`config.mk`:
```
export PLATFORM = sky130hd
export DESIGN_NAME = write_slot_tracker
export DESIGN_NICKNAME = d
export VERILOG_FILES = /design/src/design/wst_pkg.sv /design/src/design/wst_cell.sv /design/src/design/write_slot_tracker.sv
export SDC_FILE = /design/constraint.sdc
export NUM_CORES = 2
export LEC_CHECK = 0
export BUFFER_PORTS_ARGS = -buffer_cell sky130_fd_sc_hd__buf_2
export CAP_MARGIN = 10
export CORE_MARGIN = 2
export CORE_UTILIZATION = 59
export CTS_CLUSTER_SIZE = 10
export DETAILED_ROUTE_END_ITERATION = 10
export PLACE_DENSITY = 0.75
export RECOVER_POWER = 50
export SKIP_CTS_REPAIR_TIMING = 1
export SLEW_MARGIN = 20
export SYNTH_ARGS = -nofsm -noshare
export SYNTH_HDL_FRONTEND = slang
export SYNTH_SLANG_ARGS = --single-unit
```
`constraint.sdc`:
```
create_clock -name clk_i -period 10.7 [get_ports clk_i]
set_clock_uncertainty 0.2 [all_clocks]
set_input_delay 1.605 -clock clk_i [delete_from_list [all_inputs] [get_ports clk_i]]
set_output_delay 1.605 -clock clk_i [all_outputs]
set_load 0.02 [all_outputs]
```
`src/design/wst_pkg.sv`:
```
// Shared codes for the write slot tracker: actions and result status.
package wst_pkg;

  typedef enum logic {
    ACT_ACQUIRE = 1'b0,
    ACT_RELEASE = 1'b1
  } action_e;

  localparam logic [1:0] STATUS_OK       = 2'd0;
  localparam logic [1:0] STATUS_NO_FREE  = 2'd1;
  localparam logic [1:0] STATUS_NOT_BUSY = 2'd2;

endpackage

```
`src/design/wst_cell.sv`:
```
// One slot of the tracker: its addresses and links, and one stage of the lookup chain.
module wst_cell #(
  parameter int NUM_SLOTS  = 16,
  parameter int ADDR_WIDTH = 32,
  parameter int IDX        = 0
) (
  input  logic                                          clk_i,
  input  logic                                          rst_ni,
  input  logic [5*$clog2(NUM_SLOTS+1)+2*ADDR_WIDTH:0]   scan_i,
  output logic [5*$clog2(NUM_SLOTS+1)+2*ADDR_WIDTH:0]   scan_o,
  input  logic [7*$clog2(NUM_SLOTS+1)+2*ADDR_WIDTH+1:0] upd_i
);

  localparam int LINK_W = $clog2(NUM_SLOTS + 1);
  localparam logic [LINK_W-1:0] NULL_LINK = LINK_W'(NUM_SLOTS);
  localparam logic [LINK_W-1:0] MY_IDX    = LINK_W'(IDX);
  localparam logic [LINK_W-1:0] RST_NEXT  = LINK_W'(IDX + 1);

  typedef struct packed {
    logic [LINK_W-1:0]     id;
    logic [LINK_W-1:0]     free_head;
    logic [LINK_W-1:0]     free_next;
    logic                  id_busy;
    logic [LINK_W-1:0]     id_prev;
    logic [LINK_W-1:0]     id_next;
    logic [ADDR_WIDTH-1:0] id_stop;
    logic [ADDR_WIDTH-1:0] nxt_start;
  } scan_t;

  typedef struct packed {
    logic                  en;
    logic                  own_acq;
    logic [LINK_W-1:0]     own_idx;
    logic [LINK_W-1:0]     own_next;
    logic [LINK_W-1:0]     own_prev;
    logic [ADDR_WIDTH-1:0] start;
    logic [ADDR_WIDTH-1:0] stop;
    logic [LINK_W-1:0]     nx_idx;
    logic [LINK_W-1:0]     nx_val;
    logic [LINK_W-1:0]     pv_idx;
    logic [LINK_W-1:0]     pv_val;
  } upd_t;

  scan_t scan_in, scan_d, scan_q;
  upd_t  upd;

  logic [ADDR_WIDTH-1:0] start_q, stop_q;
  logic                  busy_q;
  logic [LINK_W-1:0]     next_q, prev_q;

  assign scan_in = scan_i;
  assign upd     = upd_i;
  assign scan_o  = scan_q;

  // Fill in whatever this slot knows about the item in flight.
  always_comb begin
    scan_d = scan_in;
    if (scan_in.free_head == MY_IDX) begin
      scan_d.free_next = next_q;
    end
    if (scan_in.id == MY_IDX) begin
      scan_d.id_busy = busy_q;
      scan_d.id_prev = prev_q;
      scan_d.id_next = next_q;
      scan_d.id_stop = stop_q;
    end
    // The successor of the released slot is the busy slot pointing back at it.
    if (busy_q && (scan_in.id != NULL_LINK) && (prev_q == scan_in.id)) begin
      scan_d.nxt_start = start_q;
    end
  end

  always_ff @(posedge clk_i) begin
    scan_q <= scan_d;
  end

  always_ff @(posedge clk_i or negedge rst_ni) begin
    if (!rst_ni) begin
      busy_q <= 1'b0;
      next_q <= RST_NEXT;
      prev_q <= NULL_LINK;
    end else if (upd.en) begin
      if (upd.own_idx == MY_IDX) begin
        busy_q <= upd.own_acq;
        next_q <= upd.own_next;
        prev_q <= upd.own_prev;
      end else begin
        if (upd.nx_idx == MY_IDX) begin
          next_q <= upd.nx_val;
        end
        if (upd.pv_idx == MY_IDX) begin
          prev_q <= upd.pv_val;
        end
      end
    end
  end

  always_ff @(posedge clk_i) begin
    if (upd.en && upd.own_acq && (upd.own_idx == MY_IDX)) begin
      start_q <= upd.start;
      stop_q  <= upd.stop;
    end
  end

endmodule

```
`src/design/write_slot_tracker.sv`:
```
// Write slot tracker top level: control, list pointers and the chain of slot cells.
// Flow: an accepted word is held while its lookup crosses the registered cell chain,
//   then it commits to the result register, which waits while an untaken result is held.
// The block takes no new word until the last one has committed.
// Reset: the free chain runs 0 to NUM_SLOTS-1 at once, all slots idle, marks invalid;
//   slot addresses are undefined until written and get no clearing pass.
module write_slot_tracker #(
  parameter int NUM_SLOTS  = 16,
  parameter int ADDR_WIDTH = 32
) (
  input  logic        clk_i,
  input  logic        rst_ni,
  input  logic        in_valid_i,
  output logic        in_ready_o,
  input  logic        action_i,
  input  logic [31:0] start_addr_i,
  input  logic [31:0] stop_addr_i,
  input  logic [3:0]  slot_id_i,
  output logic        out_valid_o,
  input  logic        out_ready_i,
  output logic [1:0]  status_o,
  output logic [3:0]  granted_slot_o,
  output logic [31:0] position_o,
  output logic        position_valid_o,
  output logic [31:0] synced_o,
  output logic        synced_valid_o
);

  localparam int LINK_W  = $clog2(NUM_SLOTS + 1);
  localparam int CNT_W   = $clog2(NUM_SLOTS);
  localparam int SCAN_W  = 5 * LINK_W + 2 * ADDR_WIDTH + 1;
  localparam int UPD_W   = 7 * LINK_W + 2 * ADDR_WIDTH + 2;
  localparam logic [LINK_W-1:0] NULL_LINK = LINK_W'(NUM_SLOTS);
  localparam logic [CNT_W-1:0]  CNT_LAST  = CNT_W'(NUM_SLOTS - 1);

  // Controller states.
  localparam logic [1:0] ST_IDLE   = 2'd0;
  localparam logic [1:0] ST_SCAN   = 2'd1;
  localparam logic [1:0] ST_COMMIT = 2'd2;

  typedef struct packed {
    logic [LINK_W-1:0]     id;
    logic [LINK_W-1:0]     free_head;
    logic [LINK_W-1:0]     free_next;
    logic                  id_busy;
    logic [LINK_W-1:0]     id_prev;
    logic [LINK_W-1:0]     id_next;
    logic [ADDR_WIDTH-1:0] id_stop;
    logic [ADDR_WIDTH-1:0] nxt_start;
  } scan_t;

  typedef struct packed {
    logic                  en;
    logic                  own_acq;
    logic [LINK_W-1:0]     own_idx;
    logic [LINK_W-1:0]     own_next;
    logic [LINK_W-1:0]     own_prev;
    logic [ADDR_WIDTH-1:0] start;
    logic [ADDR_WIDTH-1:0] stop;
    logic [LINK_W-1:0]     nx_idx;
    logic [LINK_W-1:0]     nx_val;
    logic [LINK_W-1:0]     pv_idx;
    logic [LINK_W-1:0]     pv_val;
  } upd_t;

  logic [1:0]       state_q, state_d;
  logic [CNT_W-1:0] cnt_q;

  // Held word.
  logic                  action_q;
  logic [ADDR_WIDTH-1:0] start_q, stop_q;
  logic [LINK_W-1:0]     id_q;

  // List pointers and marks.
  logic [LINK_W-1:0]     free_head_q, free_head_d;
  logic [LINK_W-1:0]     newest_q, newest_d;
  logic [ADDR_WIDTH-1:0] cpos_q, cpos_d;
  logic                  cval_q, cval_d;
  logic [ADDR_WIDTH-1:0] smark_q, smark_d;
  logic                  sval_q, sval_d;

  // Result register.
  logic        out_valid_q;
  logic [1:0]  status_q, status_d;
  logic [3:0]  granted_q, granted_d;
  logic [31:0] position_q;
  logic        position_valid_q;
  logic [31:0] synced_q;
  logic        synced_valid_q;

  logic        in_fire, commit_go;
  logic [31:0] id_wide;
  logic        id_ok;

  scan_t       scan_head, scan_res;
  upd_t        upd;
  logic [SCAN_W-1:0] chain [NUM_SLOTS+1];

  assign in_ready_o = (state_q == ST_IDLE);
  assign in_fire    = in_valid_i && in_ready_o;
  // Commit once the result register is free or being drained this cycle.
  assign commit_go  = (state_q == ST_COMMIT) && (!out_valid_q || out_ready_i);

  // Slot numbers past the pool map to null, so no cell answers and the release fails.
  assign id_wide = 32'(slot_id_i);
  assign id_ok   = id_wide < 32'(NUM_SLOTS);

  // Launch the lookup: the held word and free head stay put for the whole walk.
  always_comb begin
    scan_head           = '0;
    scan_head.id        = id_q;
    scan_head.free_head = free_head_q;
    scan_head.free_next = NULL_LINK;
    scan_head.id_busy   = 1'b0;
    scan_head.id_prev   = NULL_LINK;
    scan_head.id_next   = NULL_LINK;
  end

  assign chain[0] = scan_head;
  assign scan_res = chain[NUM_SLOTS];

  for (genvar i = 0; i < NUM_SLOTS; i++) begin : g_cell
    wst_cell #(
      .NUM_SLOTS  (NUM_SLOTS),
      .ADDR_WIDTH (ADDR_WIDTH),
      .IDX        (i)
    ) u_cell (
      .clk_i  (clk_i),
      .rst_ni (rst_ni),
      .scan_i (chain[i]),
      .scan_o (chain[i+1]),
      .upd_i  (UPD_W'(upd))
    );
  end

  // Work out the list edits from what the walk collected.
  always_comb begin
    free_head_d  = free_head_q;
    newest_d     = newest_q;
    cpos_d       = cpos_q;
    cval_d       = cval_q;
    smark_d      = smark_q;
    sval_d       = sval_q;
    status_d     = wst_pkg::STATUS_OK;
    granted_d    = 4'd0;
    upd          = '0;
    upd.en       = commit_go;
    upd.own_idx  = NULL_LINK;
    upd.own_next = NULL_LINK;
    upd.own_prev = NULL_LINK;
    upd.start    = start_q;
    upd.stop     = stop_q;
    upd.nx_idx   = NULL_LINK;
    upd.nx_val   = NULL_LINK;
    upd.pv_idx   = NULL_LINK;
    upd.pv_val   = NULL_LINK;

    if (action_q == wst_pkg::ACT_ACQUIRE) begin
      if (free_head_q == NULL_LINK) begin
        status_d = wst_pkg::STATUS_NO_FREE;
      end else begin
        // Pop the free head and append it behind the newest slot.
        free_head_d  = scan_res.free_next;
        upd.own_idx  = free_head_q;
        upd.own_acq  = 1'b1;
        upd.own_next = NULL_LINK;
        upd.own_prev = newest_q;
        if (newest_q != NULL_LINK) begin
          upd.nx_idx = newest_q;
          upd.nx_val = free_head_q;
        end
        newest_d = free_head_q;
        if (!sval_q) begin
          smark_d = start_q;
          sval_d  = 1'b1;
        end
        granted_d = 4'(free_head_q);
      end
    end else begin
      if (!scan_res.id_busy) begin
        status_d = wst_pkg::STATUS_NOT_BUSY;
      end else begin
        // Unlink the slot and push it on the free list.
        upd.own_idx  = id_q;
        upd.own_acq  = 1'b0;
        upd.own_next = free_head_q;
        upd.own_prev = NULL_LINK;
        if (scan_res.id_prev == NULL_LINK) begin
          // Oldest write retired: advance the committed position.
          cpos_d   = (scan_res.id_next != NULL_LINK) ? scan_res.nxt_start
                                                     : scan_res.id_stop;
          cval_d   = 1'b1;
        end else begin
          upd.nx_idx = scan_res.id_prev;
          upd.nx_val = scan_res.id_next;
        end
        if (scan_res.id_next != NULL_LINK) begin
          upd.pv_idx = scan_res.id_next;
          upd.pv_val = scan_res.id_prev;
        end else begin
          newest_d = scan_res.id_prev;
        end
        free_head_d = id_q;
      end
    end
  end

  always_comb begin
    state_d = state_q;
    unique case (state_q)
      ST_IDLE:   if (in_fire) state_d = ST_SCAN;
      ST_SCAN:   if (cnt_q == CNT_LAST) state_d = ST_COMMIT;
      ST_COMMIT: if (commit_go) state_d = ST_IDLE;
      default:   state_d = ST_IDLE;
    endcase
  end

  always_ff @(posedge clk_i or negedge rst_ni) begin
    if (!rst_ni) begin
      state_q <= ST_IDLE;
      cnt_q   <= '0;
    end else begin
      state_q <= state_d;
      if (state_q == ST_SCAN) begin
        cnt_q <= (cnt_q == CNT_LAST) ? '0 : cnt_q + CNT_W'(1);
      end
    end
  end

  // Hold the accepted word for the walk and the commit.
  always_ff @(posedge clk_i) begin
    if (in_fire) begin
      action_q <= action_i;
      start_q  <= ADDR_WIDTH'(start_addr_i);
      stop_q   <= ADDR_WIDTH'(stop_addr_i);
      id_q     <= id_ok ? LINK_W'(slot_id_i) : NULL_LINK;
    end
  end

  always_ff @(posedge clk_i or negedge rst_ni) begin
    if (!rst_ni) begin
      free_head_q <= '0;
      newest_q    <= NULL_LINK;
      cpos_q      <= '0;
      cval_q      <= 1'b0;
      smark_q     <= '0;
      sval_q      <= 1'b0;
    end else if (commit_go) begin
      free_head_q <= free_head_d;
      newest_q    <= newest_d;
      cpos_q      <= cpos_d;
      cval_q      <= cval_d;
      smark_q     <= smark_d;
      sval_q      <= sval_d;
    end
  end

  // Result register: load on commit, drop once taken.
  always_ff @(posedge clk_i or negedge rst_ni) begin
    if (!rst_ni) begin
      out_valid_q <= 1'b0;
    end else if (commit_go) begin
      out_valid_q <= 1'b1;
    end else if (out_ready_i) begin
      out_valid_q <= 1'b0;
    end
  end

  always_ff @(posedge clk_i) begin
    if (commit_go) begin
      status_q         <= status_d;
      granted_q        <= granted_d;
      position_q       <= cval_d ? 32'(cpos_d) : 32'd0;
      position_valid_q <= cval_d;
      synced_q         <= sval_d ? 32'(smark_d) : 32'd0;
      synced_valid_q   <= sval_d;
    end
  end

  assign out_valid_o      = out_valid_q;
  assign status_o         = status_q;
  assign granted_slot_o   = granted_q;
  assign position_o       = position_q;
  assign position_valid_o = position_valid_q;
  assign synced_o         = synced_q;
  assign synced_valid_o   = synced_valid_q;

endmodule

```
# Word-level counts from Yosys, hierarchy flattened
# Cells that the tools add are included.
[classes]
addsub = 1
magnitude_cmp = 1
div_mod_pow = 0
bitwise = 0
mul = 0
n_mux = 149
shift = 0
reduce_logical = 144
n_eq_ne = 120
[ops]
columns = ["operator", "n"]
rows = [
  ["32-bit two-way mux", 22],
  ["43-bit two-way mux", 15],
  ["5-bit two-way mux", 87],
  ["5-bit by 4-bit == test with 1-bit output, second input constant", 40],
  ["5-bit by 3-bit == test with 1-bit output, second input constant", 20],
  ["2-bit AND reduction", 48],
  ["5-bit != test, second input constant", 18],
  ["5-bit == test", 16],
  ["2-bit nonzero test", 33],
  ["10-bit two-way mux", 6],
  ["1-bit logical AND", 51],
  ["5-bit by 2-bit == test with 1-bit output, second input constant", 10],
  ["16-bit two-way mux", 2],
  ["5-bit by 1-bit == test with 1-bit output, second input constant", 5],
  ["5-bit zero test", 5],
  ["20-bit two-way mux", 1],
  ["15-bit two-way mux", 1],
  ["5-bit == test, second input constant", 2],
  ["2-bit two-way mux", 5],
  ["1-bit two-way mux", 8],
  ["2-bit != test, second input constant", 4],
  ["2-bit case mux with 3 select lines", 1],
  ["3-bit AND reduction", 2],
  ["4-bit by 5-bit less-than comparator with 1-bit output, second input constant", 1],
  ["other kinds (11)", 12],
]
[word_totals]
memories = 0
wordCells = 641
in_bits = 73
ram_bits = 0
latchBits = 0
romBits = 0
reg_bits = 2855
out_inout_bits = 74

# Longest topological paths before layout
[logic_depth]
ltp_word = 7
mapped_depth = 10
depth_no_buf = 6

# Modules after synthesis
# Synthesis repeated with hierarchy kept, for this count alone.
[hier_totals]
cells_unflattened = 5920
hier_area_um2 = 97021.8
[modules_own_cells]
columns = ["module", "area_each_um2", "n_inst", "seq_area_each_um2", "cells_each"]
rows = [
  ["wst_cell (g_cell[5].u_cell ...)", 5597.9, 2, 4002.6, 334],
  ["wst_cell (g_cell[10].u_cell ...)", 5584.1, 2, 4003.8, 334],
  ["wst_cell (g_cell[2].u_cell ...)", 5521.5, 2, 4002.6, 317],
  ["write_slot_tracker", 9231.4, 1, 6312.3, 680],
  ["wst_cell (g_cell[12].u_cell)", 5611.6, 1, 4003.8, 334],
  ["wst_cell (g_cell[14].u_cell)", 5501.5, 1, 4005.1, 319],
  ["wst_cell (g_cell[13].u_cell)", 5494.0, 1, 4003.8, 319],
  ["wst_cell (g_cell[11].u_cell)", 5459.0, 1, 4002.6, 324],
  ["wst_cell (g_cell[15].u_cell)", 5442.7, 1, 4001.3, 338],
  ["wst_cell (g_cell[7].u_cell)", 5439.0, 1, 4001.3, 335],
  ["wst_cell (g_cell[1].u_cell)", 5368.9, 1, 4001.3, 332],
  ["wst_cell (g_cell[4].u_cell)", 5367.6, 1, 4002.6, 331],
  ["wst_cell (g_cell[3].u_cell)", 5351.4, 1, 4001.3, 321],
  ["wst_cell (g_cell[0].u_cell)", 5347.6, 1, 4001.3, 317],
]

# Worst setup path after synthesis
# No wires, ideal clock.
[synth_path]
path_type = "input port to flip-flop"
from = "input port out_ready_i"
to = "register g_cell[13].u_cell.start_q[0], enable pin"
path_stages = 4
setup_time_ps = 646
path_slack_ps = 1646
arrival_time_ps = 8208
n_path_buf = 1
required_time_ps = 9854
path_cell_list = "nor2b_1 a211o_1 buf_2 nor4_1"
[synth_between]
elab_chain_len = 4
[synth_rtl]
columns = ["element", "line_no", "text"]
rows = [
  ["start, declared", "write_slot_tracker.sv:20", "input logic out_ready_i,"],
  ["1-bit logical OR", "write_slot_tracker.sv:102", "assign commit_go = (state_q == ST_COMMIT) && (!out_valid_q || out_ready_i);"],
  ["1-bit logical AND", "write_slot_tracker.sv:102", ""],
  ["1-bit logical AND (2 in series)", "wst_cell.sv:99", "if (upd.en && upd.own_acq && (upd.own_idx == MY_IDX)) begin"],
  ["end signal, assigned", "wst_cell.sv:100", "start_q <= upd.start;"],
  ["end, declared", "wst_cell.sv:47", "logic [ADDR_WIDTH-1:0] start_q, stop_q;"],
]
# Every way passes these cells.
# A chain may end at the register's enable or synchronous reset.

==> run summary <==
register bit total from synthesis - 2839
HPWL after DPL - 119000 um
FP Rows - 145
largest family of logic cells by synthesized area - multiplexers
Ports - 147
max-cap check violation count - 25
placed cell areas - 0.0964 mm2
Post-DRT Antenna Nets - 0
crit-path cells - clkbuf_1 -> buf_4
Worst Path Arrival - 6.32 ns
post-synthesis sequential area ratio - 75.1%
Synth cell types - 83
via count - 46.1k
final setup TNS - 0 ns
Clock transition at path regs - 0.06 ns
Hold Fails Final Rpt - 0
Routed WL - 204000 um
Worst EP required - 11.39 ns
area fraction in compound gates after synthesis - 1.86%
status - finished, violations left
actual slew at the worst max-slew pin - 5.06 ns
GRT Overall Usage - 25.4%
ys flop type - dfxtp_1
met2 usage - 41.2%
unrepaired setup endpoints after global routing - no
total power - 23.5 mW
Synth Area in Adders - 0.0135%
EDFF count, synth - 1165
CP max stage delay - 3.48 ns
H-tree levels - 5
Hold Crit Start - g_cell[10].u_cell.scan_o[84]
CP startpoint - rst_ni
worst reg2reg path startpoint - action_q
Avg WL per Cell - 25.3 um
path type of the worst min-delay path - reg2reg
CP endpoint kind - async pin
Die Area - 0.161 mm2
failing checks - capacitance limit, slew limit
root buffer cell - clkbuf_16
first-pass GRT wire length - 308000 um
number of buffers created by CTS - 336
Worst setup SP type - input port
Crit path buffers/inverters - 2
gp weighted congestion - 0.917
Num Clock Sinks - 2839
Static Leak - 41.3 nW
PwrDens - 222 mW/mm2
Mapped Nets - 5498
die height - 401 um
Max VDD drop - 189 uV
GRT Residual Overflow - 0
max-slew violations - 925
initial antenna violation count - 4
DRC - 0
core area - 0.156 mm2
WS Path Type - in2async
Antenna Cells - 0
fin crit period - 5.62 ns
worst slew margin relative to its limit - -237%
port bufs - 146
vias in the first global route - 48.4k
# nets final - 5851
Clock Latency Late Sink - 0.93 ns
Initial Utilization - 59.5%
syn_area_per_cell - 17.1 um2
Post-Layout Cell Count - 8093
post-synthesis mux area share - 18.9%
Post-Synth Simple-Gate Area - 2.63%
via-per-instance ratio - 5.70
dpl cells - 7497
CP delay by family, top - buffers and inverters
layout cells sized above 1 - 32.2%
Final Setup Violations - 0
Mapped Cells - 5424
chip width - 401 um
gr busiest metal - met2
xor-xnor portion of the synthesized cell area - 0.330%
CTS tree - yes
Design Area, Final - 0.106 mm2
achievable frequency - 178 MHz
CP max FO - 84
Pre-Repair DR Iteration Count - 6
Warnings, synthesis - 0
Layout area overhead - 13.8%
Cell Area, Synth - 0.0930 mm2
post-synthesis async set-or-reset flop share - 9.12%
met3 Use GR - 4.19%
final period utilization - 52.6%
Initial DRC Count - 3673
largest net degree at the start of global routing - 85
grt met1 use - 35.2%
Hold WS - 0.138 ns
Max clock buf depth - 4
CP max stage cell - clkbuf_1
stage by stage:
stage | utilization [%] | worst slack, ns
final | 67.7 | 5.08
after global placement | 61.6 | 5.38
after global routing | 67.7 | 4.26
after detailed placement | 61.6 | 5.36
after floorplan | - | 1.65
after CTS | 67.8 | 6.07
per-layer routing:
layer,up-vias,routed length (um)
li1,20500,-
met2,1399,97600
met4,2,6000
met3,407,11100
met1,23800,89700
met5,-,13
synthesized netlist by cell type (all sizes together), types with 8 or more instances:
master / count / share of area (%)
dfxtp: 1415 / 30
a222oi: 10 / 0.11
nor2b: 9 / 0.061
nor2: 47 / 0.19
a31oi: 9 / 0.13
or3: 9 / 0.061
xor2: 27 / 0.25
o211ai: 13 / 0.13
o21ai: 118 / 0.64
and2: 79 / 0.53
edfxtp: 1165 / 38
buf: 63 / 0.30
dfstp: 50 / 1.4
nand4b: 11 / 0.10
xnor2: 8 / 0.075
nand3: 48 / 0.26
inv: 45 / 0.18
nand2b: 15 / 0.10
nor3: 39 / 0.23
dfrtp: 209 / 5.6
mux2i: 191 / 2.1
clkbuf: 152 / 0.62
nor4: 16 / 0.11
and3: 8 / 0.054
a21oi: 12 / 0.081
o22ai: 18 / 0.13
mux2: 1394 / 17
nand2: 158 / 0.64
a21o: 10 / 0.081
flip-flops by register name, summed over array words and instances (netlist names), 16 cells and up:
signal                 flops
cpos_q                    32
g_cell.u_cell.busy_q      16
g_cell.u_cell.next_q      80
g_cell.u_cell.prev_q      80
g_cell.u_cell.scan_o    1415
g_cell.u_cell.start_q    512
g_cell.u_cell.stop_q     512
position_o                32
smark_q                   32
start_q                   32
stop_q                    32
synced_o                  32
cell families after synthesis:
kind of cell	Yosys count
DFF	2839
muxes	1585
and+or+nand+nor	472
buffers and inverters	260
AOI/OAI and AO/OA	232
xor gates and xnor gates	35
adders and majority gates	1
final timing paths:
check	slack, ns	cells past startpoint	end
max reg2reg	5.13	6	g_cell[6].u_cell.stop_q[15]
min reg2reg	0.14	0	g_cell[11].u_cell.scan_o[84]
max	5.08	2	cpos_q[11]
min	0.14	0	g_cell[11].u_cell.scan_o[84]
max in group clk_i	5.13	6	g_cell[6].u_cell.stop_q[15]
min in group asynchronous	2.38	1	g_cell[3].u_cell.prev_q[0]
cell type report:
class / instances / area (um2)
fillers: 10200 / 50600
clock inverters: 11 / 110
flip-flops and latches: 2839 / 69900
multi-input cells: 2325 / 22300
clock buffers: 585 / 9530
inverters: 45 / 171
repair buffers: 230 / 1270
well taps: 2058 / 2570
placed cells by master, fill, tap and decap left out, types with 15 or more instances in the layout:
cell / instances
mux2_1: 138
and2_1: 62
nor3_1: 27
and2_0: 16
nand3_1: 46
clkbuf_16: 344
o21ai_0: 113
mux2_2: 1256
dfxtp_1: 1415
dfstp_2: 50
buf_4: 57
buf_2: 137
inv_1: 44
edfxtp_1: 1165
clkbuf_1: 272
o22ai_1: 16
nand2b_1: 15
nand2_1: 149
mux2i_1: 191
xor2_1: 27
dfrtp_1: 208
nor2_1: 36
power by group:
group | leakage, nW | total [mW] | switching [mW] | internal [mW]
registers | 25.4 | 12.4 | 0.408 | 12.0
logic | 11.3 | 1.09 | 0.601 | 0.490
clock network | 4.59 | 10.1 | 4.08 | 5.99
No activity file was read; power rests on OpenSTA's default activity.
